`src/hdl/reku_pkg.sv`:
```
// Package for the rotary encoder / key event unit.
// Request payload types, result codes and register map constants.
// No dependencies.
package reku_pkg;

    localparam int POS_WIDTH = 32;
    localparam int CFG_ADDR_WIDTH = 3;
    localparam int CFG_DATA_WIDTH = 32;
    localparam int DEB_WIDTH = 4;

    localparam logic [DEB_WIDTH-1:0] DEBOUNCE_RESET = 4'd3;

    // Register word index (paddr[2])
    localparam logic REG_DEBOUNCE = 1'b0;

    localparam logic MODE_SAMPLE = 1'b0;
    localparam logic MODE_FETCH  = 1'b1;

    localparam logic [2:0] EV_NONE   = 3'd0;
    localparam logic [2:0] EV_CW     = 3'd1;
    localparam logic [2:0] EV_CCW    = 3'd2;
    localparam logic [2:0] EV_BUTTON = 3'd3;
    localparam logic [2:0] EV_KEY    = 3'd4;

    typedef struct packed {
        logic mode;
        logic chan_a;
        logic chan_b;
        logic key_level;
        logic button_level;
    } req_t;

    typedef struct packed {
        logic [2:0]                  event_code;
        logic signed [POS_WIDTH-1:0] position;
    } rsp_t;

    typedef struct packed {
        logic sample;   // sample request accepted
        logic pressed;  // raw input is in its pressed level
        logic clear;    // fetch consumes this pending flag
    } deb_ctrl_t;

endpackage

```
`src/hdl/rotary_encoder_key_event_unit_top.sv`:
```
// Rotary encoder decoder with debounced key and button; event fetch interface.
// Depends on reku_pkg and reku_debounce.
//
// One request per cycle is accepted while s_ready is high. A sample
// request (mode 0) updates the position count on a falling edge of channel
// A (B low counts up, B high counts down) and steps the key and button
// debouncers; it gives no result. A fetch request (mode 1) gives one result
// in the cycle after acceptance when the result register is free: the
// highest-priority event (rotation, button, key) and the low 32 bits of the
// position. The result register plus a one-entry skid stage let requests
// keep flowing while a result waits; s_ready drops only when both are full.
// The press threshold register (APB offset 0, 4 bits) sets the samples
// needed per press.
module rotary_encoder_key_event_unit_top #(
    parameter int COUNT_WIDTH = 32
) (
    input  logic                                   aclk,
    input  logic                                   aresetn,
    input  logic                                   s_valid,
    output logic                                   s_ready,
    input  reku_pkg::req_t                         s_data,
    output logic                                   m_valid,
    input  logic                                   m_ready,
    output reku_pkg::rsp_t                         m_data,
    input  logic                                   psel,
    input  logic                                   penable,
    input  logic                                   pwrite,
    input  logic [reku_pkg::CFG_ADDR_WIDTH-1:0]    paddr,
    input  logic [reku_pkg::CFG_DATA_WIDTH-1:0]    pwdata,
    output logic [reku_pkg::CFG_DATA_WIDTH-1:0]    prdata,
    output logic                                   pready
);
    import reku_pkg::*;

    logic [DEB_WIDTH-1:0]   debounce_reg;
    logic                   prev_a_reg;
    logic [COUNT_WIDTH-1:0] pos_reg, pos_next;
    logic [COUNT_WIDTH-1:0] rep_reg, rep_next;
    logic [COUNT_WIDTH-1:0] delta;
    logic                   key_pending, button_pending;
    deb_ctrl_t              key_ctrl, button_ctrl;
    logic                   accept, sample_acc, fetch_acc;
    logic [2:0]             code;
    logic [POS_WIDTH-1:0]   pos32;
    rsp_t                   rsp;
    rsp_t                   out_reg, skid_reg;
    logic                   out_valid_reg, skid_valid_reg;
    logic                   out_free;

    // Configuration port
    assign pready = 1'b1;
    assign prdata = {{(CFG_DATA_WIDTH-DEB_WIDTH){1'b0}}, debounce_reg};

    always_ff @(posedge aclk) begin
        if (!aresetn) begin
            debounce_reg <= DEBOUNCE_RESET;
        end else if (psel && penable && pwrite && pready
                     && paddr[2] == REG_DEBOUNCE) begin
            debounce_reg <= pwdata[DEB_WIDTH-1:0];
        end
    end

    // Request decode
    assign s_ready    = !skid_valid_reg;
    assign accept     = s_valid && s_ready;
    assign sample_acc = accept && s_data.mode == MODE_SAMPLE;
    assign fetch_acc  = accept && s_data.mode == MODE_FETCH;

    // Position tracking and event selection
    assign delta = pos_reg - rep_reg;

    always_comb begin
        pos_next = pos_reg;
        rep_next = rep_reg;
        code     = EV_NONE;
        if (sample_acc && prev_a_reg && !s_data.chan_a) begin
            if (!s_data.chan_b) begin
                pos_next = pos_reg + COUNT_WIDTH'(1);
            end else begin
                pos_next = pos_reg - COUNT_WIDTH'(1);
            end
        end
        if (delta != '0) begin
            code = delta[COUNT_WIDTH-1] ? EV_CCW : EV_CW;
            if (fetch_acc) begin
                rep_next = pos_reg;
            end
        end else if (button_pending) begin
            code = EV_BUTTON;
        end else if (key_pending) begin
            code = EV_KEY;
        end
    end

    always_ff @(posedge aclk) begin
        if (!aresetn) begin
            prev_a_reg <= 1'b1;
            pos_reg    <= '0;
            rep_reg    <= '0;
        end else begin
            if (sample_acc) begin
                prev_a_reg <= s_data.chan_a;
            end
            pos_reg <= pos_next;
            rep_reg <= rep_next;
        end
    end

    assign key_ctrl.sample    = sample_acc;
    assign key_ctrl.pressed   = s_data.key_level;
    assign key_ctrl.clear     = fetch_acc && code == EV_KEY;
    assign button_ctrl.sample  = sample_acc;
    assign button_ctrl.pressed = !s_data.button_level;
    assign button_ctrl.clear   = fetch_acc && code == EV_BUTTON;

    reku_debounce u_key_deb (
        .aclk    (aclk),
        .aresetn (aresetn),
        .ctrl    (key_ctrl),
        .limit   (debounce_reg),
        .pending (key_pending)
    );

    reku_debounce u_button_deb (
        .aclk    (aclk),
        .aresetn (aresetn),
        .ctrl    (button_ctrl),
        .limit   (debounce_reg),
        .pending (button_pending)
    );

    generate
        if (COUNT_WIDTH >= POS_WIDTH) begin : g_pos_trunc
            assign pos32 = pos_reg[POS_WIDTH-1:0];
        end else begin : g_pos_ext
            assign pos32 = {{(POS_WIDTH-COUNT_WIDTH){1'b0}}, pos_reg};
        end
    endgenerate

    assign rsp.event_code = code;
    assign rsp.position   = pos32;

    // Result register with skid stage
    assign out_free = !out_valid_reg || m_ready;

    always_ff @(posedge aclk) begin
        if (!aresetn) begin
            out_valid_reg  <= 1'b0;
            skid_valid_reg <= 1'b0;
        end else if (out_free) begin
            if (skid_valid_reg) begin
                out_valid_reg  <= 1'b1;
                skid_valid_reg <= 1'b0;
            end else begin
                out_valid_reg <= fetch_acc;
            end
        end else if (fetch_acc) begin
            skid_valid_reg <= 1'b1;
        end
    end

    always_ff @(posedge aclk) begin
        if (out_free) begin
            out_reg <= skid_valid_reg ? skid_reg : rsp;
        end
        if (!out_free && fetch_acc) begin
            skid_reg <= rsp;
        end
    end

    assign m_valid = out_valid_reg;
    assign m_data  = out_reg;

endmodule

```
`src/hdl/reku_debounce.sv`:
```
// Saturating press debouncer with a pending flag.
// Depends on reku_pkg.
module reku_debounce (
    input  logic                        aclk,
    input  logic                        aresetn,
    input  reku_pkg::deb_ctrl_t         ctrl,
    input  logic [reku_pkg::DEB_WIDTH-1:0] limit,
    output logic                        pending
);
    import reku_pkg::*;

    logic [DEB_WIDTH-1:0] count_reg, count_next;
    logic                 pending_reg, pending_next;

    always_comb begin
        count_next   = count_reg;
        pending_next = pending_reg;
        if (ctrl.sample) begin
            if (ctrl.pressed) begin
                if (count_reg < limit) begin
                    count_next = count_reg + DEB_WIDTH'(1);
                    if (count_next == limit) begin
                        pending_next = 1'b1;
                    end
                end
            end else begin
                count_next = '0;
            end
        end else if (ctrl.clear) begin
            pending_next = 1'b0;
        end
    end

    always_ff @(posedge aclk) begin
        if (!aresetn) begin
            count_reg   <= '0;
            pending_reg <= 1'b0;
        end else begin
            count_reg   <= count_next;
            pending_reg <= pending_next;
        end
    end

    assign pending = pending_reg;

endmodule

```
`config.mk`:
```
export PLATFORM = sky130hd
export DESIGN_NAME = rotary_encoder_key_event_unit_top
export DESIGN_NICKNAME = d
export VERILOG_FILES = /design/src/hdl/reku_pkg.sv /design/src/hdl/rotary_encoder_key_event_unit_top.sv /design/src/hdl/reku_debounce.sv
export SDC_FILE = /design/constraint.sdc
export NUM_CORES = 1
export LEC_CHECK = 0
export BUFFER_PORTS_ARGS = -buffer_cell sky130_fd_sc_hd__buf_2
export CORE_MARGIN = 4
export CORE_UTILIZATION = 30
export DETAILED_ROUTE_END_ITERATION = 7
export PLACE_DENSITY_LB_ADDON = 0.25
export SKIP_CTS_REPAIR_TIMING = 1
export SLEW_MARGIN = 40
export SYNTH_ARGS = -nofsm -noshare
export SYNTH_HDL_FRONTEND = slang
export SYNTH_SLANG_ARGS = --single-unit
```
`constraint.sdc`:
```
create_clock -name aclk -period 4 [get_ports aclk]
set_input_delay 0.8 -clock aclk [delete_from_list [all_inputs] [get_ports aclk]]
set_output_delay 0.8 -clock aclk [all_outputs]
set_load 0.05 [all_outputs]
```
### Word level (Yosys, flattened, before mapping)

Cells that the tools add are included.

| operators by class | value |
|---|---|
| bitwise gates (word level) | 3 |
| equal/unequal tests | 11 |
| reduce and logical (&&, ||, !) cells | 26 |
| $lt $le $gt $ge | 2 |
| $add $sub $neg | 5 |
| mux-type cells | 21 |

Operators by type and width:

| kind | count |
|---|---|
| two-way mux 35 bit | 1 |
| adder 32 x 1 -> 32 bit, second input constant | 1 |
| two-way mux 32 bit | 1 |
| nonzero test 32 bit | 1 |
| subtractor 32 x 1 -> 32 bit, second input constant | 1 |
| subtractor 32 bit | 1 |
| two-way mux 4 bit | 4 |
| logical AND 1 bit | 11 |
| two-way mux 1 bit | 11 |
| inequality test 2 x 1 -> 1 bit, second input constant | 5 |
| two-way mux 3 bit | 3 |
| adder 4 x 1 -> 4 bit, second input constant | 2 |
| equality test 4 bit | 2 |
| less-than comparator 4 bit | 2 |
| AND reduction 4 bit | 2 |
| AND reduction 2 bit | 3 |
| nonzero test 2 bit | 3 |
| zero test 1 bit | 4 |
| inequality test 2 bit, second input constant | 2 |
| equality test 3 x 2 -> 1 bit, second input constant | 1 |
| equality test 3 bit, second input constant | 1 |
| NOT 1 bit | 3 |
| two-way mux 2 bit | 1 |
| OR reduction 2 bit | 1 |
| logical OR 1 bit | 1 |

| storage, ports and cells | value |
|---|---|
| bits of input ports | 47 |
| output and inout port bits | 70 |
| flip-flop bits (word level) | 151 |
| logic and storage cells | 82 |

### Longest topological paths before layout

Gate-level depths: netlist of the first run.

| logic depth | value |
|---|---|
| depth after elaboration | 7 |
| mapped depth | 15 |
| mapped depth without buffers | 12 |

### By module

A second synthesis of the first run with hierarchy kept.

| unflattened totals | value |
|---|---|
| cells, all modules | 1191 |
| area, all modules | 10547.6 µm² |

By module, submodules not included:

| module | area an instance (µm²) | instances | cells an instance | seq. area each (µm²) |
|---|---|---|---|---|
| rotary_encoder_key_event_unit_top | 9769.4 | 1 | 1109 | 3523.4 |
| reku_debounce | 389.1 | 2 | 41 | 100.1 |

### Least setup slack after synthesis of the first run

Ideal clock, no wire load.

| timing path | value |
|---|---|
| path type | reg-to-reg |
| start | register rep_reg[14] |
| end | register rep_reg[24] |
| required time | 3.881 ns |
| arrival | 3.797 ns |
| setup slack | 0.084 ns |
| setup time | 0.119 ns |
| path buffers | 3 |
| cell stages (with the launch flop) | 16 |
| clock period less this slack | 3.916 ns |
| path through | dfxtp_1 -> inv_1 -> ha_1 -> clkbuf_1 -> and2_1 -> and3_1 -> or3b_2 -> o211ai_1 -> xnor2_1 -> or4b_1 -> a2111o_1 -> or4_4 -> and2_4 -> buf_6 -> buf_12 -> mux2i_1 |

| between the ends | value |
|---|---|
| word-level cells in the longest chain between the ends | 3 |

Ends and longest elaborated chain:

| element | RTL line | text |
|---|---|---|
| start: declaration | rotary_encoder_key_event_unit_top.sv:38 | `logic [COUNT_WIDTH-1:0] rep_reg, rep_next;` |
| start signal: assignment | rotary_encoder_key_event_unit_top.sv:105 | `rep_reg <= rep_next;` |
| subtractor 32 bit | rotary_encoder_key_event_unit_top.sv:70 | `assign delta = pos_reg - rep_reg;` |
| nonzero test 32 bit | rotary_encoder_key_event_unit_top.sv:83 | `if (delta != '0) begin` |
| AND reduction 2 bit (no source line) | - |  |

Every way passes these cells.
A chain may end at the register's enable or synchronous reset.

### Final worst setup path of the first run

| timing path | value |
|---|---|
| start | register rep_reg[15] |
| end | register out_reg, in the netlist m_data[33] (data pin) |

| between the ends | value |
|---|---|
| word-level cells in the longest chain between the ends | 4 |
| elaborated cells between the ends (all ways) | 5 |
| those cells by class | 1 x add/sub; 3 x mux; 1 x reduce/logical |

Ends and longest elaborated chain:

| element | RTL line | text |
|---|---|---|
| subtractor 32 bit * | rotary_encoder_key_event_unit_top.sv:70 |  |
| nonzero test 32 bit or two-way mux 2 bit (tied branches) | rotary_encoder_key_event_unit_top.sv:83, rotary_encoder_key_event_unit_top.sv:84 |  |
| two-way mux 3 bit * | rotary_encoder_key_event_unit_top.sv:83 |  |
| net code[1] | rotary_encoder_key_event_unit_top.sv:43 | `logic [2:0] code;` |
| two-way mux 35 bit * | rotary_encoder_key_event_unit_top.sv:164 | `out_reg <= skid_valid_reg ? skid_reg : rsp;` |
| end signal: assignment | rotary_encoder_key_event_unit_top.sv:164 |  |
| end: declaration | rotary_encoder_key_event_unit_top.sv:46 | `rsp_t out_reg, skid_reg;` |

The timed path passes the listed nets; every way through them passes the cells marked *.

==> results of run 1 <==
==> stage by stage <==
| step | power [mW] | util (%) |
|---|---|---|
| 2_1_floorplan | 2.688 | - |
| 3_3_place_gp | 3.033 | 34.61 |
| 3_5_place_dp | 3.041 | 34.61 |
| 4_1_cts | 4.673 | 36.37 |
| 5_1_grt | 4.906 | 36.66 |
| 6_report | 4.666 | 36.66 |
==> power by group through the flow <==
stage,clock [mW],combinational (mW),sequential (mW)
2_1_floorplan,0,0.812,1.88
3_3_place_gp,0,1.29,1.74
3_5_place_dp,0,1.30,1.74
4_1_cts,1.66,1.30,1.71
5_1_grt,1.73,1.47,1.71
6_report,1.62,1.34,1.71
==> kinds of logic (layout without fill, tap and decap cells) <==
family                   count (synthesis)  count (layout)  share of synthesized area, %
AO/OA/AOI/OAI                          251             251                         16.49
buffers and inverters                  125             241                         6.306
other                                    2              29                       0.07436
multiplexers                            80              80                         8.313
XOR/XNOR                                46              46                         3.989
flip-flops                             151             151                         36.87
AND/OR/NAND/NOR                        379             381                         18.97
adder cells (fa/ha/maj)                 72              72                         8.994
==> worst reg2reg max path: stages, from the launching register on <==
cell      delay (ns)
dfxtp_1         0.33
inv_1           0.05
ha_1            0.28
and2_1          0.14
and3_1          0.21
or3b_4          0.39
o211ai_1        0.27
xnor2_1         0.17
or4b_4          0.49
a2111o_1        0.30
or4_4           0.60
buf_4           0.18
o21bai_2        0.13
mux2_2          0.16
==> worst max path at each step <==
| stage | from | slack, ns | end |
|---|---|---|---|
| 3_3_place_gp | s_data[2] | 0.01 | pos32[30]$_SDFFE_PN0P_ |
| 3_5_place_dp | rep_reg[4]$_SDFFE_PN0P_ | 0.04 | rep_reg[10]$_SDFFE_PN0P_ |
| 5_1_grt | rep_reg[4]$_SDFFE_PN0P_ | 0.004 | m_data[33]$_DFFE_PP_ |
| 6_report | rep_reg[15]$_SDFFE_PN0P_ | 0.19 | m_data[33]$_DFFE_PP_ |
| 2_1_floorplan | rep_reg[14]$_SDFFE_PN0P_ | 0.08 | rep_reg[24]$_SDFFE_PN0P_ |
| 4_1_cts | rep_reg[4]$_SDFFE_PN0P_ | 0.007 | rep_reg[5]$_SDFFE_PN0P_ |
==> layer usage <==
layer	global-route usage [%]	up-vias	share of wire, %
met5	0	-	0.045
met1	18.58	3919	46
met3	2.885	26	4.2
met2	24.91	150	48
met4	3.177	2	1.1
li1	-	4213	-
==> placed cells by master (no fill, tap or decap), drive strengths merged, types with 13 or more instances in the layout <==
cell and instances:
buf 157, nand2 152, dfxtp 81, ha 71, edfxtp 70, o21ai 66
a21oi 59, inv 58, mux2i 49, nor2 46, mux2 31, and2 30
conb 29, xnor2 24, a21o 23, xor2 22, nand3 20, nor3 20
nand2b 19, clkbuf 18, nand4 16, o21a 14, nor2b 13
==> cell type report <==
cell class | count | area (µm²)
multi-input cells | 859 | 5947
clock buffers | 18 | 429.2
inverters | 52 | 195.2
flip-flops and latches | 151 | 3725
repair buffers | 157 | 1051
clock inverters | 14 | 147.6
fillers | 3483 | 20820
well taps | 442 | 553.0
==> flow_summary.ini, run 1 <==
[outcome]
status = finished clean

[worst_setup_path]
reg2regPathDepth = 13
r2r_slack_ns = 0.19
path_delay_family = simple AND/OR/NAND/NOR gates
reg2reg_to = m_data[33]$_DFFE_PP_
cpMaxStageDelayCell = or4_4
reg2reg_from = rep_reg[15]$_SDFFE_PN0P_
start_kind = register
required_ns = 4.31
setup.worst_path.class = register to register
slowest_delay_ns = 0.60
worst-path-buf-inv = 2
cp.depth = 13
worstSetupEndpointType = register
crit_fanout = 5
path_cells = inv_1 -> ha_1 -> and2_1 -> and3_1 -> or3b_4 -> o211ai_1 -> xnor2_1 -> or4b_4 -> a2111o_1 -> or4_4 -> buf_4 -> o21bai_2 -> mux2_2
critical_path_arrival_ns = 4.12

[global_route]
grt_pass1_vias = 8035
grt.overflow.total = 0
grt_max_degree = 69
grt_pass1_wl_um = 42050
grt_util_all_layers_pct = 14.39
antenna_found_initial = 1

[yosys]
synth_edf_count = 70
synth_largest_area_cell = edfxtp_1
synth-seq-cells = 151
ys_warn_count = 0
synthCells = 1106
yosys-top-cells-area = edfxtp_1 (21%), dfxtp_1 (16%), ha_1 (8.8%)
yosysMostFrequentCell = nand2_1
synth_commonest_cells = nand2_1 (152), dfxtp_1 (81), ha_1 (71), edfxtp_1 (70), o21ai_0 (64)
synth_top_area_share_pct = 20.81
synth_cell_types = 81
synth_top_flop_cell = dfxtp_1
async_reset_ff_share_pct = 0
synth_area_um2 = 10100
avgSynthCellArea_um2 = 9.132
ys_seq_area_share_pct = 36.87

[floorplanning]
start_util_pct = 30.73
coreArea_um2 = 32870
die_area_um2 = 36660
pin_count = 117
die_x_um = 191.5
die_h_um = 191.5
core.rowCount = 66

[timing]
clock-skew-final_ns = 0.01126
worstMarginPinSlew_ns = 0.7338
hold_ws_ns = 0.4591
fin_setup_tns_ns = 0
hold_viol_final = 0
fin_ws_ns = 0.1946
max_freq_mhz = 262.8
rsz0062_at_grt = no
setup_viol = 0
finalCriticalPeriod_ns = 3.805
maxSlewViolCount = 0
period_share_pct = 95.14
timing.slew.headroom_pct = 51.08

[detailed_routing]
drc = 0
vias = 8310
first_pass_iters = 5
wire_per_inst_um = 15.79
routed_via_density = 4.908
final_antenna_net_count = 0
wl_um = 26740
drt_iter0_drc = 384

[power_and_ir_drop]
p_seq_share_pct = 36.6
swShare_pct = 32.81
comb_power_share_pct = 28.6
p_leak_nw = 5.208
p_switching_mw = 1.531
clock_power_share_pct = 34.7
power.density_nw_per_um2 = 387.3
internal-power_mw = 3.135
vdd.ir_drop.worst_uv = 322.2

[worst_hold_path]
hold_depth = 2
hold_path_end = rep_reg[6]$_SDFFE_PN0P_
worstHoldPathType = register to register
min_from = rep_reg[6]$_SDFFE_PN0P_

[clocking]
cts_buffers = 17
cts_max_path_buffers = 2
htree_levels = 4
cts_tree = done
cts.clk_slew.worst_paths_ns = 0.07
clk_latency_ns = 0.44
cts_root_buf = clkbuf_16
cts_sinks = 151

[final_layout]
stdcell_area_um2 = 12050
syn_to_final_growth_pct = 19.29
diodes = 0
final_cells = 1693
final_nets = 1357
drive_above_1_share_pct = 20.06

[placed_design]
dp_slack_ns = 0.03532
placed_area_um2 = 11380
io_buffers = 57
hpwl_um = 19850
dp_cells = 1659
gp_congestion = 0.8703

[run]
timing.max_cap.violations = 0
Note: power is estimated with default switching activity, not from simulation.
==> run 2: changes to the inputs <==
--- a/config.mk
+++ b/config.mk
@@ -11,6 +11,7 @@
 export DETAILED_ROUTE_END_ITERATION = 7
 export PLACE_DENSITY_LB_ADDON = 0.25
 export SKIP_CTS_REPAIR_TIMING = 1
+export SKIP_LAST_GASP = 1
 export SLEW_MARGIN = 40
 export SYNTH_ARGS = -nofsm -noshare
 export SYNTH_HDL_FRONTEND = slang
==> constraint.sdc (replaced) <==
create_clock -name aclk -period 4 [get_ports aclk]
set_input_delay 0.2 -clock aclk [delete_from_list [all_inputs] [get_ports aclk]]
set_output_delay 0.2 -clock aclk [all_outputs]
set_load 0.05 [all_outputs]
==> run 2 against run 1 <==
The flow now finishes with violations (hold timing). Core utilization is 0.48 points lower. Hold slack got worse by 0.46 ns. Clock power rose by 5%. Clock-buffer cell count is 7 higher. First-iteration DRC count down 10%. Sequential share of layout area is 0.43 points higher. Via count fell by 0.60%. Register-to-register slack got worse by 0.07 ns. Non-clock buffer count is 20 lower. Die area unchanged. Sequential power about the same.
==> flow_summary.ini, run 2 (synthesized netlist as in run 1, its figures left out) <==
[detailed_routing]
first_pass_iters = 4
drc = 0
routed_via_density = 4.940
wl_um = 26650
vias = 8260
drt_iter0_drc = 345
wire_per_inst_um = 15.94
final_antenna_net_count = 0

[power_and_ir_drop]
p_leak_nw = 5.130
internal-power_mw = 3.215
vdd.ir_drop.worst_uv = 280.5
clock_power_share_pct = 36.1
fin_total_pwr_mw = 4.702
power.density_nw_per_um2 = 395.4
p_seq_share_pct = 36.4
comb_power_share_pct = 27.5
p_switching_mw = 1.486
swShare_pct = 31.61

[worst_setup_path]
crit_fanout = 16
worstSetupEndpointType = register
reg2regPathDepth = 11
path_cells = inv_1 -> ha_1 -> nand4_1 -> or3b_2 -> o211ai_1 -> xnor2_1 -> or4b_1 -> a2111o_1 -> or4_4 -> and2_4 -> mux2i_1
required_ns = 4.30
startpoint = rep_reg[8]$_SDFFE_PN0P_
slowest_delay_ns = 0.58
critical_path_arrival_ns = 4.18
setup.worst_path.class = register to register
reg2reg_from = rep_reg[8]$_SDFFE_PN0P_
cpMaxStageDelayCell = or4_4
start_kind = register

[clocking]
htree_levels = 4
cts_sinks = 151
cts_max_path_buffers = 2
cts_buffers = 17
cts_tree = done
clk_latency_ns = 0.43
cts_root_buf = clkbuf_16
cts.clk_slew.worst_paths_ns = 0.06

[floorplanning]
die_area_um2 = 36660
die_x_um = 191.5
core.rowCount = 66
start_util_pct = 30.73
die_h_um = 191.5
coreArea_um2 = 32870
pin_count = 117

[timing]
max_freq_mhz = 257.8
finalCriticalPeriod_ns = 3.879
maxSlewViolCount = 0
setup_viol = 0
hold_viol_final = 1
hold_ws_ns = -0.001080
period_share_pct = 96.97
worstMarginPinSlew_ns = 0.6693
clock-skew-final_ns = 0.01315
timing.slew.headroom_pct = 55.38

[outcome]
status = finished, violations left
violations = hold timing

[worst_hold_path]
worstHoldPathType = input port to register
min_from = pwdata[0]
hold_depth = 3

[final_layout]
fin_util_pct = 36.18
diodes = 0
final_nets = 1336
drive_above_1_share_pct = 18.37
final_common_cell = nand2_1
final_cell_mix = nand2_1 (152), dfxtp_1 (80), buf_4 (80), ha_1 (70), edfxtp_1 (70)
fillers = 3452
syn_to_final_growth_pct = 17.74

[global_route]
grt.overflow.total = 0
grt_pass1_wl_um = 41920
grt_util_all_layers_pct = 14.30
grt_pass1_vias = 7914
antenna_found_initial = 1
grt_max_degree = 95

[placed_design]
io_buffers = 57
gp_congestion = 0.8575
hpwl_um = 19710

[run]
timing.max_cap.violations = 0
-- run 2: changes by cell type in the layout (fill, tap and decap cells not counted), sizes merged --
cell      change
clkinvlp      -2
buf          -20
bufinv        -1
and2          -1
clkinv        -2
clkbuf        +7
inv           -2
-- run 2: final cells by class --
class,instances,area (µm²),area share (%)
Inverter,52,195.2,1.641
Clock buffer,25,550.5,4.630
Multi-Input combinational cell,858,5898,49.60
Tap cell,442,553.0,4.651
Timing Repair Buffer,137,892.1,7.502
Clock inverter,7,75.07,0.6313
Sequential cell,151,3727,31.34
-- run 2: worst paths after layout --
check | endpoint | slack, ns
worst max-delay path | rep_reg[31]$_SDFFE_PN0P_ | 0.12
worst min-delay path | debounce_reg[0]$_SDFFE_PN1P_ | -0.001
worst max register to register | rep_reg[31]$_SDFFE_PN0P_ | 0.12
worst min register to register | rep_reg[23]$_SDFFE_PN0P_ | 0.46
-- run 2: through the flow --
step / setup TNS (ns) / cell area, µm² / setup slack, ns / std cells
global placement: -0.01032 / 11190 / -0.002357 / 1636
CTS: -0.7611 / 11820 / -0.04176 / 1668
detailed placement: -0.4556 / 11200 / -0.02394 / 1636
global route: -0.3677 / 11890 / -0.02514 / 1672
floorplan: 0 / 10200 / 0.08437 / 1133
finish: 0 / 11890 / 0.1211 / 1672
-- run 2: power by group through the flow --
stage               Combinational (mW)  Sequential, mW  Clock [mW]
global route                      1.41            1.72        1.80
CTS                               1.27            1.71        1.74
detailed placement                1.27            1.74           0
global placement                  1.26            1.74           0
floorplan                        0.812            1.88           0
finish                            1.29            1.71        1.70
-- run 2: critical path: cells and delay by family (launching register included) --
kind                     cells  cell delay [ns]
AO/OA/AOI/OAI                2             0.57
XOR/XNOR                     1             0.18
adder cells (fa/ha/maj)      1             0.36
buffers and inverters        1             0.05
flip-flops                   1             0.32
multiplexers                 1             0.16
AND/OR/NAND/NOR              5             2.11
-- run 2: metal layers --
metal	GRT usage, %	vias to the layer above	routed length [µm]
met1	18.59	3938	12630
met5	0	-	7
met3	2.593	16	873
met2	24.91	133	12920
met4	2.956	2	221
li1	-	4171	-
